File: src/design/tfo_pkg.sv
// Package for the table-free audio oscillator: widths, register indexes,
// mode codes, the configuration struct and the LFSR constants. No dependencies.
`timescale 1ns / 1ps
package tfo_pkg;

	localparam int PHASE_W  = 24;
	localparam int INT_W    = 16;
	localparam int SAMPLE_W = 8;
	localparam int TIMBRE_W = 7;
	localparam int MODE_W   = 2;
	localparam int SEED_W   = 16;
	localparam int IDX_W    = 3;
	localparam int SPREAD_W = 11;
	localparam int SPREAD_SHIFT = 13;
	localparam int SAW_SHIFT    = 10;

	localparam logic [INT_W-1:0]    LFSR_TAPS  = 16'hB400;
	localparam logic [SAMPLE_W-1:0] PWM_BASE   = 8'd127;
	localparam logic [SAMPLE_W-1:0] SAMPLE_MID = 8'd128;
	localparam logic [SAMPLE_W-1:0] K_MIN      = 8'd4;

	localparam logic [MODE_W-1:0] MODE_CRUSH = 2'd0;
	localparam logic [MODE_W-1:0] MODE_PWM   = 2'd1;
	localparam logic [MODE_W-1:0] MODE_SAW   = 2'd2;
	localparam logic [MODE_W-1:0] MODE_NOISE = 2'd3;

	localparam logic [IDX_W-1:0] REG_MODE   = 3'd0;
	localparam logic [IDX_W-1:0] REG_TIMBRE = 3'd1;
	localparam logic [IDX_W-1:0] REG_STEP   = 3'd2;
	localparam logic [IDX_W-1:0] REG_SEED   = 3'd3;

	typedef struct packed {
		logic [MODE_W-1:0]   mode;
		logic [TIMBRE_W-1:0] timbre;
		logic [PHASE_W-1:0]  phase_step;
		logic [SEED_W-1:0]   noise_seed;
		logic [SPREAD_W-1:0] spread;
	} cfg_t;

endpackage

File: src/design/tfo_in_if.sv
// Input channel: one word per sample tick, carrying the hard-sync bit.
// Depends on nothing.
`timescale 1ns / 1ps
interface tfo_in_if;
	logic valid;
	logic ready;
	logic sync_in;

	modport source (output valid, output sync_in, input ready);
	modport sink (input valid, input sync_in, output ready);
endinterface

File: src/design/tfo_out_if.sv
// Output channel: one word per sample, sample value and sync carry.
// Depends on nothing.
`timescale 1ns / 1ps
interface tfo_out_if;
	logic       valid;
	logic       ready;
	logic [7:0] sample;
	logic       sync_out;

	modport source (output valid, output sample, output sync_out, input ready);
	modport sink (input valid, input sample, input sync_out, output ready);
endinterface

File: src/design/tfo_cfg.sv
// Configuration registers and the precomputed quad saw spread.
// Depends on tfo_pkg.
`timescale 1ns / 1ps
module tfo_cfg
	import tfo_pkg::*;
(
	input  logic                clk,
	input  logic                arst_n,
	input  logic                we,
	input  logic [IDX_W-1:0]    idx,
	input  logic [PHASE_W-1:0]  wdata,
	output cfg_t                cfg
);

	logic [MODE_W-1:0]   mode_q;
	logic [TIMBRE_W-1:0] timbre_q;
	logic [PHASE_W-1:0]  step_q;
	logic [SEED_W-1:0]   seed_q;
	logic [SPREAD_W-1:0] spread_q;

	logic [TIMBRE_W-1:0]        nxt_timbre;
	logic [PHASE_W-1:0]         nxt_step;
	logic [INT_W+TIMBRE_W-1:0]  prod;
	logic [SPREAD_W-1:0]        nxt_spread;

	always_comb begin
		nxt_timbre = timbre_q;
		nxt_step   = step_q;
		if (we && idx == REG_TIMBRE) nxt_timbre = wdata[TIMBRE_W-1:0];
		if (we && idx == REG_STEP) nxt_step = wdata;
		prod       = nxt_step[PHASE_W-1 -: INT_W] * nxt_timbre;
		nxt_spread = SPREAD_W'(prod >> SPREAD_SHIFT) + SPREAD_W'(1);
	end

	always_ff @(posedge clk or negedge arst_n) begin
		if (!arst_n) begin
			mode_q   <= MODE_CRUSH;
			timbre_q <= '0;
			step_q   <= '0;
			seed_q   <= SEED_W'(1);
			spread_q <= SPREAD_W'(1);
		end else if (we) begin
			case (idx)
				REG_MODE:   mode_q <= wdata[MODE_W-1:0];
				REG_TIMBRE: timbre_q <= nxt_timbre;
				REG_STEP:   step_q <= nxt_step;
				REG_SEED:   seed_q <= wdata[SEED_W-1:0];
				default: ;
			endcase
			spread_q <= nxt_spread;
		end
	end

	assign cfg.mode       = mode_q;
	assign cfg.timbre     = timbre_q;
	assign cfg.phase_step = step_q;
	assign cfg.noise_seed = seed_q;
	assign cfg.spread     = spread_q;

endmodule

File: src/design/tfo_voice.sv
// Voice state (main phase, detune phases, LFSR, low-pass) and the per-sample
// mode logic. Each accepted word advances the state the current mode uses. Depends on tfo_pkg.
`timescale 1ns / 1ps
module tfo_voice
	import tfo_pkg::*;
(
	input  logic                clk,
	input  logic                arst_n,
	input  logic                step,
	input  logic                sync,
	input  cfg_t                cfg,
	output logic [SAMPLE_W-1:0] sample,
	output logic                carry
);

	logic [PHASE_W-1:0]  phase_q;
	logic [INT_W-1:0]    det_q [3];
	logic [INT_W-1:0]    lfsr_q;
	logic [SAMPLE_W-1:0] lp_q;

	logic [PHASE_W:0]    sum;
	logic [PHASE_W-1:0]  nxt_phase;
	logic [SAMPLE_W-1:0] top;
	logic [SAMPLE_W-1:0] x2, xmask, crush, pwm_thr, saw;
	logic [INT_W-1:0]    inc0, spr;
	logic [INT_W-1:0]    inc [3];
	logic [INT_W-1:0]    nxt_det [3];
	logic [SAMPLE_W-1:0] k, kraw, n, nxt_lp, hp;
	logic [INT_W-1:0]    r0, r1;
	logic [INT_W-1:0]    mix;

	always_comb begin
		sum       = {1'b0, (sync ? PHASE_W'(0) : phase_q)} + {1'b0, cfg.phase_step};
		nxt_phase = sum[PHASE_W-1:0];
		top       = sum[PHASE_W-1 -: SAMPLE_W];

		x2    = {cfg.timbre, 1'b0};
		xmask = ~{1'b0, cfg.timbre};
		crush = ((top ^ x2) & xmask) + SAMPLE_W'(cfg.timbre >> 1);

		pwm_thr = PWM_BASE + SAMPLE_W'(cfg.timbre);

		inc0 = cfg.phase_step[PHASE_W-1 -: INT_W];
		spr  = INT_W'(cfg.spread);
		inc[0] = inc0 + spr;
		inc[1] = inc[0] + spr;
		inc[2] = inc[1] + spr;
		for (int i = 0; i < 3; i++) nxt_det[i] = det_q[i] + inc[i];
		saw = SAMPLE_W'(sum[PHASE_W-1 -: (INT_W-SAW_SHIFT)])
			+ SAMPLE_W'(nxt_det[0] >> SAW_SHIFT)
			+ SAMPLE_W'(nxt_det[1] >> SAW_SHIFT)
			+ SAMPLE_W'(nxt_det[2] >> SAW_SHIFT);

		kraw = {cfg.timbre[TIMBRE_W-2:0], 2'b00};
		k    = (kraw <= K_MIN) ? K_MIN : kraw;
		r0   = sync ? cfg.noise_seed : ((lfsr_q == '0) ? INT_W'(1) : lfsr_q);
		r1   = {1'b0, r0[INT_W-1:1]} ^ (r0[0] ? LFSR_TAPS : '0);
		n    = r1[INT_W-1 -: SAMPLE_W];
		mix  = (INT_W'(lp_q) * INT_W'(8'd255 - k)) + (INT_W'(n) * INT_W'(k));
		nxt_lp = mix[INT_W-1 -: SAMPLE_W];
		hp     = n - nxt_lp - SAMPLE_MID;

		carry = sum[PHASE_W];
		case (cfg.mode)
			MODE_CRUSH: sample = crush;
			MODE_PWM:   sample = (top < pwm_thr) ? '0 : '1;
			MODE_SAW:   sample = saw;
			MODE_NOISE: begin
				sample = cfg.timbre[TIMBRE_W-1] ? hp : nxt_lp;
				carry  = 1'b0;
			end
			default:    sample = crush;
		endcase
	end

	always_ff @(posedge clk or negedge arst_n) begin
		if (!arst_n) begin
			phase_q <= '0;
			for (int i = 0; i < 3; i++) det_q[i] <= '0;
			lfsr_q  <= INT_W'(1);
			lp_q    <= '0;
		end else if (step) begin
			if (cfg.mode == MODE_NOISE) begin
				lfsr_q <= r1;
				lp_q   <= nxt_lp;
			end else begin
				phase_q <= nxt_phase;
				if (cfg.mode == MODE_SAW) begin
					for (int i = 0; i < 3; i++) det_q[i] <= nxt_det[i];
				end
			end
		end
	end

endmodule

File: src/design/table_free_audio_oscillator_top.sv
// Top level of the table-free audio oscillator: config port, voice and output
// register. Depends on tfo_pkg, tfo_in_if, tfo_out_if, tfo_cfg, tfo_voice.
//
// Usage:
//   din carries one word per sample tick (sync_in). dout returns one word per
//   input word: an 8-bit unsigned sample and the phase carry (sync_out).
//   Config registers are written through cfg_we / cfg_idx / cfg_wdata:
//   0 mode, 1 timbre, 2 phase_step, 3 noise_seed; other indexes are ignored.
//   Write config only while no sample is in flight.
//   Timing: the sample for an accepted word is registered and valid in the
//   cycle after acceptance. Throughput: one word per cycle while dout is not
//   stalled; the voice state and the mode logic advance in the accept cycle and
//   the result lands in a single output register.
//   Stall: while dout is stalled the output register holds its word and
//   din.ready drops; a new word is taken in the same cycle the held one leaves.
//   Reset: phases, low-pass, timbre, step cleared; LFSR, noise_seed and spread
//   set to 1, mode bit-crush, output register empty. No clearing pass is needed.
`timescale 1ns / 1ps
module table_free_audio_oscillator_top
	import tfo_pkg::*;
(
	input  logic               clk,
	input  logic               arst_n,
	tfo_in_if.sink             din,
	tfo_out_if.source          dout,
	input  logic               cfg_we,
	input  logic [IDX_W-1:0]   cfg_idx,
	input  logic [PHASE_W-1:0] cfg_wdata
);

	cfg_t                cfg;
	logic                in_fire;
	logic [SAMPLE_W-1:0] v_sample;
	logic                v_carry;
	logic                valid_q;
	logic [SAMPLE_W-1:0] sample_q;
	logic                carry_q;

	tfo_cfg u_cfg (
		.clk   (clk),
		.arst_n(arst_n),
		.we    (cfg_we),
		.idx   (cfg_idx),
		.wdata (cfg_wdata),
		.cfg   (cfg)
	);

	assign din.ready = !valid_q || dout.ready;
	assign in_fire   = din.valid && din.ready;

	tfo_voice u_voice (
		.clk   (clk),
		.arst_n(arst_n),
		.step  (in_fire),
		.sync  (din.sync_in),
		.cfg   (cfg),
		.sample(v_sample),
		.carry (v_carry)
	);

	always_ff @(posedge clk or negedge arst_n) begin
		if (!arst_n) begin
			valid_q <= 1'b0;
		end else if (din.ready) begin
			valid_q <= din.valid;
		end
	end

	always_ff @(posedge clk) begin
		if (in_fire) begin
			sample_q <= v_sample;
			carry_q  <= v_carry;
		end
	end

	assign dout.valid    = valid_q;
	assign dout.sample   = sample_q;
	assign dout.sync_out = carry_q;

	a_fire_gives_word: assert property (@(posedge clk) disable iff (!arst_n)
		in_fire |=> dout.valid)
		else $error("accepted word produced no output");

	a_noise_no_carry: assert property (@(posedge clk) disable iff (!arst_n)
		in_fire && cfg.mode == MODE_NOISE |=> !dout.sync_out)
		else $error("sync carry set in noise mode");

	a_pwm_levels: assert property (@(posedge clk) disable iff (!arst_n)
		in_fire && cfg.mode == MODE_PWM |=> dout.sample == '0 || dout.sample == '1)
		else $error("pwm sample not at a rail");

endmodule
File: src/flat_wrapper.sv
// flat-port wrapper written by rule: the top's interface ports become plain ports
module table_free_audio_oscillator_top_flat import tfo_pkg::*;
  (clk, arst_n, cfg_we, cfg_idx, cfg_wdata, din_valid, din_sync_in, din_ready, dout_valid, dout_sample, dout_sync_out, dout_ready);
  tfo_in_if din_i ();
  tfo_out_if dout_i ();
  input  logic clk;
  input  logic arst_n;
  input  logic cfg_we;
  input  logic [IDX_W-1:0] cfg_idx;
  input  logic [PHASE_W-1:0] cfg_wdata;
  input wire logic [$bits(din_i.valid)-1:0] din_valid;
  input wire logic [$bits(din_i.sync_in)-1:0] din_sync_in;
  output wire logic [$bits(din_i.ready)-1:0] din_ready;
  output wire logic [$bits(dout_i.valid)-1:0] dout_valid;
  output wire logic [$bits(dout_i.sample)-1:0] dout_sample;
  output wire logic [$bits(dout_i.sync_out)-1:0] dout_sync_out;
  input wire logic [$bits(dout_i.ready)-1:0] dout_ready;
  assign din_i.valid = din_valid;
  assign din_i.sync_in = din_sync_in;
  assign din_ready = din_i.ready;
  assign dout_valid = dout_i.valid;
  assign dout_sample = dout_i.sample;
  assign dout_sync_out = dout_i.sync_out;
  assign dout_i.ready = dout_ready;
  table_free_audio_oscillator_top u_core (.clk(clk), .arst_n(arst_n), .din(din_i), .dout(dout_i), .cfg_we(cfg_we), .cfg_idx(cfg_idx), .cfg_wdata(cfg_wdata));
endmodule
File: config.mk
export PLATFORM = sky130hd
export DESIGN_NAME = table_free_audio_oscillator_top_flat
export DESIGN_NICKNAME = d
export VERILOG_FILES = /design/src/design/tfo_pkg.sv /design/src/design/tfo_in_if.sv /design/src/design/tfo_out_if.sv /design/src/design/tfo_cfg.sv /design/src/design/tfo_voice.sv /design/src/design/table_free_audio_oscillator_top.sv /design/src/flat_wrapper.sv
export SDC_FILE = /design/constraint.sdc
export NUM_CORES = 1
export LEC_CHECK = 0
export ABC_CLOCK_PERIOD_IN_PS = 27100
export BUFFER_PORTS_ARGS = -buffer_cell sky130_fd_sc_hd__buf_2
export CAP_MARGIN = 20
export CELL_PAD_IN_SITES_DETAIL_PLACEMENT = 1
export CELL_PAD_IN_SITES_GLOBAL_PLACEMENT = 1
export CORE_MARGIN = 2
export CORE_UTILIZATION = 45
export DETAILED_ROUTE_END_ITERATION = 16
export PLACE_DENSITY = 0.72
export SETUP_SLACK_MARGIN = 0.4
export SYNTH_ARGS = -nofsm -noshare
export SYNTH_HDL_FRONTEND = slang
export SYNTH_SLANG_ARGS = --single-unit
File: constraint.sdc
create_clock -name clk -period 27.1 [get_ports clk]
set_input_delay 0 -clock clk [delete_from_list [all_inputs] [get_ports clk]]
set_output_delay 0 -clock clk [all_outputs]
set_load 0.05 [all_outputs]
==> flow_summary.yaml, run 1 <==
outcome:
  status: "finished, violations left"
  violations: "hold timing"
setup_path:
  r2r-end: "u_core.dout.sample[7]"
  cp_max_fo: 9
  r2r_start: "u_core.u_voice.lfsr_q[9]"
  end_kind: "flip-flop"
  r2r_cells: 34
  crit_type: "reg2reg"
  crit_required_ps: 27310
  crit_path_max_incr_delay_ps: 550
  slowest_stage: "or4_1"
  worstPathArrival_ps: 10580
  rrSetupSlack_ps: 16720
  start_kind: "flip-flop"
  cp_common_cell: "fa_1"
cells_and_area:
  fillers: 4965
  finalNetCount: 2590
  area_delta_synth_final_pct: 8.50
  drive_above_1_share_pct: 8.84
drt:
  routedWlPerCell_um: 19.3
  drtPass1Iterations: 4
  ant_nets: 0
  drc: 0
  num_vias: 14900
  drtIter0Drc: 710
  detail_route.vias_per_cell: 5.47
  totalWireLength_mm: 52.6
logic_synthesis:
  synth_seq_cells: 166
  syn_area_um2: 19400
  synthSimpleGateAreaFrac_pct: 13.8
  yosysUniqueCellTypes: 83
  yosysSeqAreaShare_pct: 21.7
  ys_warn_count: 0
  synthArstFlopShare_pct: 94.6
  synth_mux_area_share_pct: 5.00
  syn_nets: 2542
  synth-xor-area-share_pct: 7.08
  synth_ff_type: "dfrtp_1"
  synth_adder_area_share_pct: 32.5
  synth_edf_count: 9
  synth-compound-area-share_pct: 12.7
  synthCells: 2110
  syn_avg_cell_area_um2: 9.20
  synth_top_family_by_area: "adder cells"
timing:
  fin_crit_ps: 10380
  timing.hold.ws_ps: -4.41
  final_hold_viol_count: 3
  worst_clock_skew_ps: 10.0
  slew_violations: 0
  rsz0062_at_grt: "false"
  tightest_slew_ps: 1070
  setup_tns_ps: 0
  max_freq_mhz: 96.4
  setup_viol: 0
  fin_crit_sh_pct: 38.3
  slew_headroom_pct: 28.5
clock_network:
  cts_buffers: 17
  root_buffer: "clkbuf_16"
  h-tree-depth: 4
  cts_tree: "done"
  clkLatencyLatePin_ps: 470
  cts.sinks: 166
  cts_buffer_depth: 2
  postCtsSetupBuffers: 0
  clkTransAtPathRegs_ps: 80
floorplanning:
  coreArea_um2: 42800
  initial_utilization_pct: 45.4
  die_height_um: 212
  ios: 44
  die_area_um2: 44800
  die_w_um: 212
  rows: 76
placement:
  io_buffers: 43
  dp_hpwl_mm: 41.7
  place_congestion: 0.867
worst_hold_path:
  hold_path.class: "in2async"
global_routing:
  grt_max_degree: 81
  grt_pass1_vias: 16300
  antenna_found_initial: 1
  grt_pass1_wl_mm: 86.9
  grt_usage_pct: 24.9
  grt-ovfl-total: 0
run:
  max_cap_violations: 0
[state kept, by name, indices dropped and copies added, names as in the netlist]
name / flops
u_core.u_voice.det_q: 48
u_core.u_cfg.step_q: 24
u_core.u_voice.phase_q: 24
u_core.u_cfg.seed_q: 16
u_core.u_voice.lfsr_q: 16
u_core.u_cfg.spread_q: 11
u_core.dout.sample: 8
u_core.u_voice.lp_q: 8
u_core.u_cfg.timbre_q: 7
u_core.u_cfg.mode_q: 2
u_core.dout.sync_out: 1
u_core.dout.valid: 1
[cells in the mapped netlist, drive strengths merged (5+ instances only)]
cell type	n	area, µm²
xor2	45	394
fa	176	3520
o21a	17	128
nand2	222	833
a211oi	10	97.6
dfrtp	154	3850
a21oi	95	505
mux2i	19	194
nand3	21	105
and2	63	394
a22oi	5	37.5
o21bai	19	143
o21ai	128	648
nor4	6	37.5
or3	8	55.1
clkbuf	53	199
inv	308	1160
a31oi	7	43.8
nor2b	49	307
a21o	36	270
xnor2	104	911
a221oi	5	62.6
mux2	69	777
ha	223	2790
buf	6	37.5
nor3	33	170
nand2b	31	194
o211ai	13	97.6
and3	14	87.6
nor2	91	342
o41ai	5	51.3
or2	5	31.3
edfxtp	9	270
[layout by cell type (no fill, tap or decap), types with 36 or more instances in the layout]
cell type  count
nand2_1      222
a21oi_1       89
fa_1         176
mux2_2        69
buf_2         42
dfrtp_1      154
xnor2_1      104
ha_1         223
nor2_1        91
inv_1        308
and2_1        63
nor2b_1       49
o21ai_0      119
xor2_1        45
a21o_1        36
[critical path: cells and delay by family, from the launching register on]
kind / cells / cell delay (ps)
xor+xnor: 4 / 1030
simple gates: 6 / 1410
buf+inv: 3 / 160
fa+ha+maj: 9 / 4050
compound gates: 12 / 3010
flops: 1 / 400
[kinds of logic (layout without fill, tap and decap cells)]
| group | after synthesis | after routing |
|---|---|---|
| compound gates | 379 | 379 |
| xor+xnor | 152 | 152 |
| fa+ha+maj | 399 | 399 |
| buf+inv | 368 | 429 |
| flops | 166 | 166 |
| mux | 88 | 88 |
| other cells | 1 | 2 |
| simple gates | 557 | 557 |
[worst max path at each step]
stage / start / endpoint / cells after the start
4_1_cts: u_core.u_voice.lfsr_q[9] / u_core.dout.sample[7] / 35
3_3_place_gp: u_core.u_voice.lfsr_q[9] / u_core.dout.sample[7] / 35
6_report: u_core.u_voice.lfsr_q[9] / u_core.dout.sample[7] / 34
5_1_grt: u_core.u_voice.lfsr_q[9] / u_core.dout.sample[7] / 35
2_1_floorplan: u_core.u_voice.lfsr_q[9] / u_core.dout.sample[7] / 35
3_5_place_dp: u_core.u_voice.lfsr_q[9] / u_core.dout.sample[7] / 34
[what timing repair did]
item / in CTS / in global routing
endpoints found under the hold margin: 84 / 0
gates resized for setup: 0 / 0
hold buffers: 33 / 0
[final cells by class]
class | count | area [µm²] | share of cell area [%]
antenna | 1 | 2.50 | 0.0119
inverter | 309 | 1160 | 5.51
multi-input combinational | 1576 | 13800 | 65.6
clock inverter | 14 | 113 | 0.535
timing repair buffer | 88 | 649 | 3.08
clock buffer | 18 | 429 | 2.04
sequential | 166 | 4200 | 20.0
tap | 546 | 683 | 3.24
[layer usage]
metal | vias to the layer above | part of all wire, % | global-route usage (%)
li1 | 7072 | - | -
met1 | 7534 | 45 | 31.8
met2 | 178 | 50 | 43.6
met3 | 75 | 2.2 | 2.85
met4 | 0 | 2.8 | 8.57
met5 | - | 0 | 0
[through the flow]
step | cells | instance area [µm²] | utilization (%) | worst slack [ps] | hold slack [ps]
3_3_place_gp | 2651 | 20200 | 47.1 | 17210 | -57.5
4_1_cts | 2716 | 21000 | 49.2 | 16880 | 4.06
6_report | 2718 | 21100 | 49.2 | 16720 | -4.41
2_1_floorplan | 2110 | 19400 | - | 18280 | -296
3_5_place_dp | 2651 | 20200 | 47.1 | 16920 | -58.0
5_1_grt | 2718 | 21100 | 49.2 | 16130 | 34.4
Power of run 1 is not shown: default switching activity piles up to over one toggle a cycle in this logic, so the estimate is an artifact.
==> run 2, diff against run 1 <==
--- a/config.mk
+++ b/config.mk
@@ -5,7 +5,7 @@
 export SDC_FILE = /design/constraint.sdc
 export NUM_CORES = 1
 export LEC_CHECK = 0
-export ABC_CLOCK_PERIOD_IN_PS = 27100
+export ABC_CLOCK_PERIOD_IN_PS = 9100
 export BUFFER_PORTS_ARGS = -buffer_cell sky130_fd_sc_hd__buf_2
 export CAP_MARGIN = 20
 export CELL_PAD_IN_SITES_DETAIL_PLACEMENT = 1
@@ -13,7 +13,7 @@
 export CORE_MARGIN = 2
 export CORE_UTILIZATION = 45
 export DETAILED_ROUTE_END_ITERATION = 16
-export PLACE_DENSITY = 0.72
+export PLACE_DENSITY = 0.75
 export SETUP_SLACK_MARGIN = 0.4
 export SYNTH_ARGS = -nofsm -noshare
 export SYNTH_HDL_FRONTEND = slang
==> constraint.sdc (replaced) <==
create_clock -name clk -period 9.1 [get_ports clk]
set_input_delay 0 -clock clk [delete_from_list [all_inputs] [get_ports clk]]
set_output_delay 0 -clock clk [all_outputs]
set_load 0.05 [all_outputs]
==> flow_summary.yaml, run 2 (synthesized netlist as in run 1, its figures left out) <==
outcome:
  status: "completed"
drt:
  drtIter0Drc: 771
  num_vias: 15100
  detail_route.vias_per_cell: 5.49
  routedWlPerCell_um: 19.8
  totalWireLength_mm: 54.6
  drc: 0
  ant_nets: 0
  drtPass1Iterations: 4
placement:
  dp_hpwl_mm: 41.0
  place_congestion: 0.835
  io_buffers: 43
setup_path:
  crit_required_ps: 9300
  cp_common_cell: "fa_1"
  crit_type: "reg2reg"
  end_kind: "flip-flop"
  slowest_stage: "fa_1"
  crit_buf_inv: 5
  critical_path.top_delay_family: "adder cells"
  crit_path_max_incr_delay_ps: 590
  start_kind: "flip-flop"
  worstPathArrival_ps: 8980
  cp_max_fo: 4
timing:
  final_hold_viol_count: 0
  setup_viol: 0
  fin_crit_sh_pct: 96.4
  slew_headroom_pct: 30.9
  max_freq_mhz: 114
  slew_violations: 0
  worst_clock_skew_ps: 21.0
  fin_crit_ps: 8770
  tightest_slew_ps: 1030
  rsz0062_at_grt: "true"
clock_network:
  cts_buffers: 17
  clkLatencyLatePin_ps: 490
  cts_buffer_depth: 2
  cts.sinks: 166
  root_buffer: "clkbuf_16"
  h-tree-depth: 4
  clkTransAtPathRegs_ps: 80
  cts_tree: "done"
global_routing:
  grt_pass1_wl_mm: 87.1
  grt-ovfl-total: 0
  grt_max_degree: 81
  grt_pass1_vias: 16400
  antenna_found_initial: 1
  grt_usage_pct: 25.1
cells_and_area:
  regMostFlops: "u_core.u_voice.det_q"
  area_delta_synth_final_pct: 11.6
  final_cell_mix: "inv_1, nand2_1, ha_1"
  drive_above_1_share_pct: 11.9
  finalNetCount: 2625
  multi_input_area_um2: 14100
  largest_reg_flops: 48
  seqCellArea_um2: 4200
  largestRegisters: "u_core.u_voice.det_q (48), u_core.u_cfg.step_q (24), u_core.u_voice.phase_q (24)"
  fillers: 4914
  utilization_pct: 50.6
  final_common_cell: "inv_1"
floorplanning:
  die_height_um: 212
  ios: 44
  coreArea_um2: 42800
  die_area_um2: 44800
  rows: 76
  initial_utilization_pct: 45.4
  die_w_um: 212
run:
  max_cap_violations: 0
worst_hold_path:
  hold_path.class: "in2async"
==> run 2: routing by layer <==
| metal | GRT usage, % | share of wire, % | wire [µm] | vias to the layer above |
|---|---|---|---|---|
| li1 | - | - | - | 7135 |
| met1 | 31.9 | 44 | 23800 | 7670 |
| met2 | 43.5 | 50 | 27500 | 218 |
| met3 | 3.50 | 2.7 | 1480 | 91 |
| met4 | 9.18 | 3.4 | 1850 | 0 |
| met5 | 0 | 0 | 0 | - |
==> run 2: cell type report <==
class                           instances  area share, %
Multi-Input combinational cell       1576           65.1
Clock buffer                           20           2.06
Tap cell                              546           3.15
Antenna cell                            1         0.0115
Sequential cell                       166           19.4
Timing Repair Buffer                  123           4.26
Clock inverter                         12          0.664
Inverter                              309           5.35
==> run 2: final timing paths <==
| kind | slack (ps) | from | cells past startpoint | to |
|---|---|---|---|---|
| min in group clk | 170 | din_sync_in | 3 | u_core.u_voice.lfsr_q[5] |
| min | 70 | arst_n | 2 | u_core.u_voice.det_q[19] |
| max | 330 | u_core.u_voice.lfsr_q[1] | 36 | u_core.dout.sample[7] |
| min reg2reg | 460 | u_core.u_voice.det_q[0] | 1 | u_core.u_voice.det_q[0] |
| max in group asynchronous | 7820 | arst_n | 3 | u_core.u_voice.phase_q[0] |
| max reg2reg | 330 | u_core.u_voice.lfsr_q[1] | 36 | u_core.dout.sample[7] |
==> run 2: worst register-to-register path: cells and delay by family (launching register included) <==
family          cells  cell delay, ps
buf+inv             5             350
flops               1             440
xor+xnor            4             770
fa+ha+maj           9            3830
simple gates        7            1330
compound gates     11            1810
==> run 2: metrics by stage <==
step	setup TNS [ps]	instance area [µm²]	hold WS [ps]	std cells	setup WS, ps
final	0	21700	73.7	2753	325
after global routing	-18.2	21700	104	2753	-18.2
after CTS	0	21400	76.7	2746	394
after detailed placement	-198	20400	41.5	2674	-198
after global placement	0	20400	44.5	2673	78.0
after floorplan	0	19400	-296	2110	439
==> run 2: timing repair <==
item / in CTS / in global routing
resized for setup: 15 / 31
setup buffers: 9 / 6
pin swaps: 22 / 41
setup endpoints to repair: 3 / 4
hold buffers: 31 / 0
hold endpoints to repair: 102 / 0
Power of run 2 is left out for the same reason.
==> run 3, diff against run 2 <==
--- a/config.mk
+++ b/config.mk
@@ -5,15 +5,15 @@
 export SDC_FILE = /design/constraint.sdc
 export NUM_CORES = 1
 export LEC_CHECK = 0
-export ABC_CLOCK_PERIOD_IN_PS = 9100
 export BUFFER_PORTS_ARGS = -buffer_cell sky130_fd_sc_hd__buf_2
 export CAP_MARGIN = 20
 export CELL_PAD_IN_SITES_DETAIL_PLACEMENT = 1
 export CELL_PAD_IN_SITES_GLOBAL_PLACEMENT = 1
 export CORE_MARGIN = 2
-export CORE_UTILIZATION = 45
+export CORE_UTILIZATION = 46
 export DETAILED_ROUTE_END_ITERATION = 16
-export PLACE_DENSITY = 0.75
+export PLACE_DENSITY = 0.77
+export REMOVE_ABC_BUFFERS = 1
 export SETUP_SLACK_MARGIN = 0.4
 export SYNTH_ARGS = -nofsm -noshare
 export SYNTH_HDL_FRONTEND = slang
==> flow_summary.yaml, run 3 (synthesized netlist as in run 1, its figures left out) <==
outcome:
  status: "completed"
timing:
  worst_clock_skew_ps: 11.4
  setup_viol: 0
  setup_tns_ps: 0
  max_freq_mhz: 113
  fin_crit_ps: 8880
  slew_violations: 0
  rsz0062_at_grt: "true"
  final_hold_viol_count: 0
  tightest_slew_ps: 954
  slew_headroom_pct: 36.4
  fin_crit_sh_pct: 97.5
worst_hold_path:
  hold_path.class: "in2reg"
cells_and_area:
  fillers: 4775
  final_common_cell: "inv_1"
  largestRegisters: "u_core.u_voice.det_q (48), u_core.u_cfg.step_q (24), u_core.u_voice.phase_q (24)"
  fin_area_um2: 21600
  area_delta_synth_final_pct: 11.3
  finalNetCount: 2628
  stdcell_count: 2748
  seqCellArea_um2: 4200
  final_cell_mix: "inv_1, nand2_1, ha_1"
  utilization_pct: 51.7
  largest_reg_flops: 48
  multi_input_area_um2: 14100
  regMostFlops: "u_core.u_voice.det_q"
  drive_above_1_share_pct: 12.0
drt:
  drtPass1Iterations: 5
  detail_route.vias_per_cell: 5.50
  totalWireLength_mm: 53.7
  routedWlPerCell_um: 19.5
  num_vias: 15100
  drc: 0
  ant_nets: 0
  drtIter0Drc: 620
global_routing:
  grt_max_degree: 92
  grt_pass1_vias: 16600
  grt-ovfl-total: 0
  grt_usage_pct: 25.5
  antenna_found_initial: 1
  grt_pass1_wl_mm: 87.9
setup_path:
  cp_max_fo: 3
  crit_type: "reg2reg"
  end_kind: "flip-flop"
  crit_required_ps: 9290
  worstPathArrival_ps: 9070
  crit_path_max_incr_delay_ps: 590
  cp_common_cell: "fa_1"
  slowest_stage: "fa_1"
  start_kind: "flip-flop"
placement:
  placed_cell_area_um2: 20300
  dp_cells: 2668
  dp_hpwl_mm: 41.1
  io_buffers: 43
  place_congestion: 0.868
clock_network:
  cts_tree: "done"
  cts_buffer_depth: 2
  clkLatencyLatePin_ps: 460
  root_buffer: "clkbuf_16"
  clkTransAtPathRegs_ps: 70
  cts.sinks: 166
  cts_buffers: 17
  h-tree-depth: 4
floorplanning:
  die_height_um: 209
  initial_utilization_pct: 46.5
  ios: 44
  die_w_um: 209
  coreArea_um2: 41800
  die_area_um2: 43900
  rows: 75
run:
  max_cap_violations: 0
[run 3: worst max-delay path, delay by kind of cell, from the launching register on]
family	cells	cell delay, ps
xor+xnor	4	570
compound gates	10	1510
flops	1	380
fa+ha+maj	9	4040
buf+inv	8	750
simple gates	7	1350
[run 3: final timing paths]
kind / cells past startpoint / to / from / slack, ps
max: 38 / u_core.dout.sample[7] / u_core.u_voice.lfsr_q[9] / 220
min: 3 / u_core.u_cfg.spread_q[0] / cfg_we / 30
max reg2reg: 38 / u_core.dout.sample[7] / u_core.u_voice.lfsr_q[9] / 220
min reg2reg: 1 / u_core.u_voice.det_q[0] / u_core.u_voice.det_q[0] / 470
max in group asynchronous: 3 / u_core.u_voice.lfsr_q[3] / arst_n / 7420
min in group asynchronous: 2 / u_core.u_voice.det_q[17] / arst_n / 170
[run 3: metal layers]
metal	vias up	share of wire, %	global-route usage (%)
met3	89	2.6	3.26
met4	0	3.1	8.35
met2	239	52	46.4
met1	7638	42	31.3
li1	7138	-	-
met5	-	0	0
[run 3: metrics by stage]
stage | setup slack [ps] | hold WS, ps
after floorplan | 269 | -296
after global placement | 78.3 | 178
after detailed placement | -208 | 172
after CTS | 424 | 16.9
after global routing | -178 | 36.1
final | 223 | 26.9
[run 3: what timing repair did]
action	4_1_cts	5_1_grt
setup buffers	11	6
setup endpoints to repair	4	5
hold endpoints to repair	126	0
gates resized for setup	23	24
pin swaps	27	32
hold buffers	31	0
[run 3: layout make-up]
cell class	count	area share [%]
Clock buffer	19	2.05
Timing Repair Buffer	126	4.34
Clock inverter	12	0.556
Antenna cell	1	0.0116
Tap cell	539	3.12
Inverter	309	5.37
Sequential cell	166	19.5
Multi-Input combinational cell	1576	65.1
Power of run 3 is left out for the same reason.
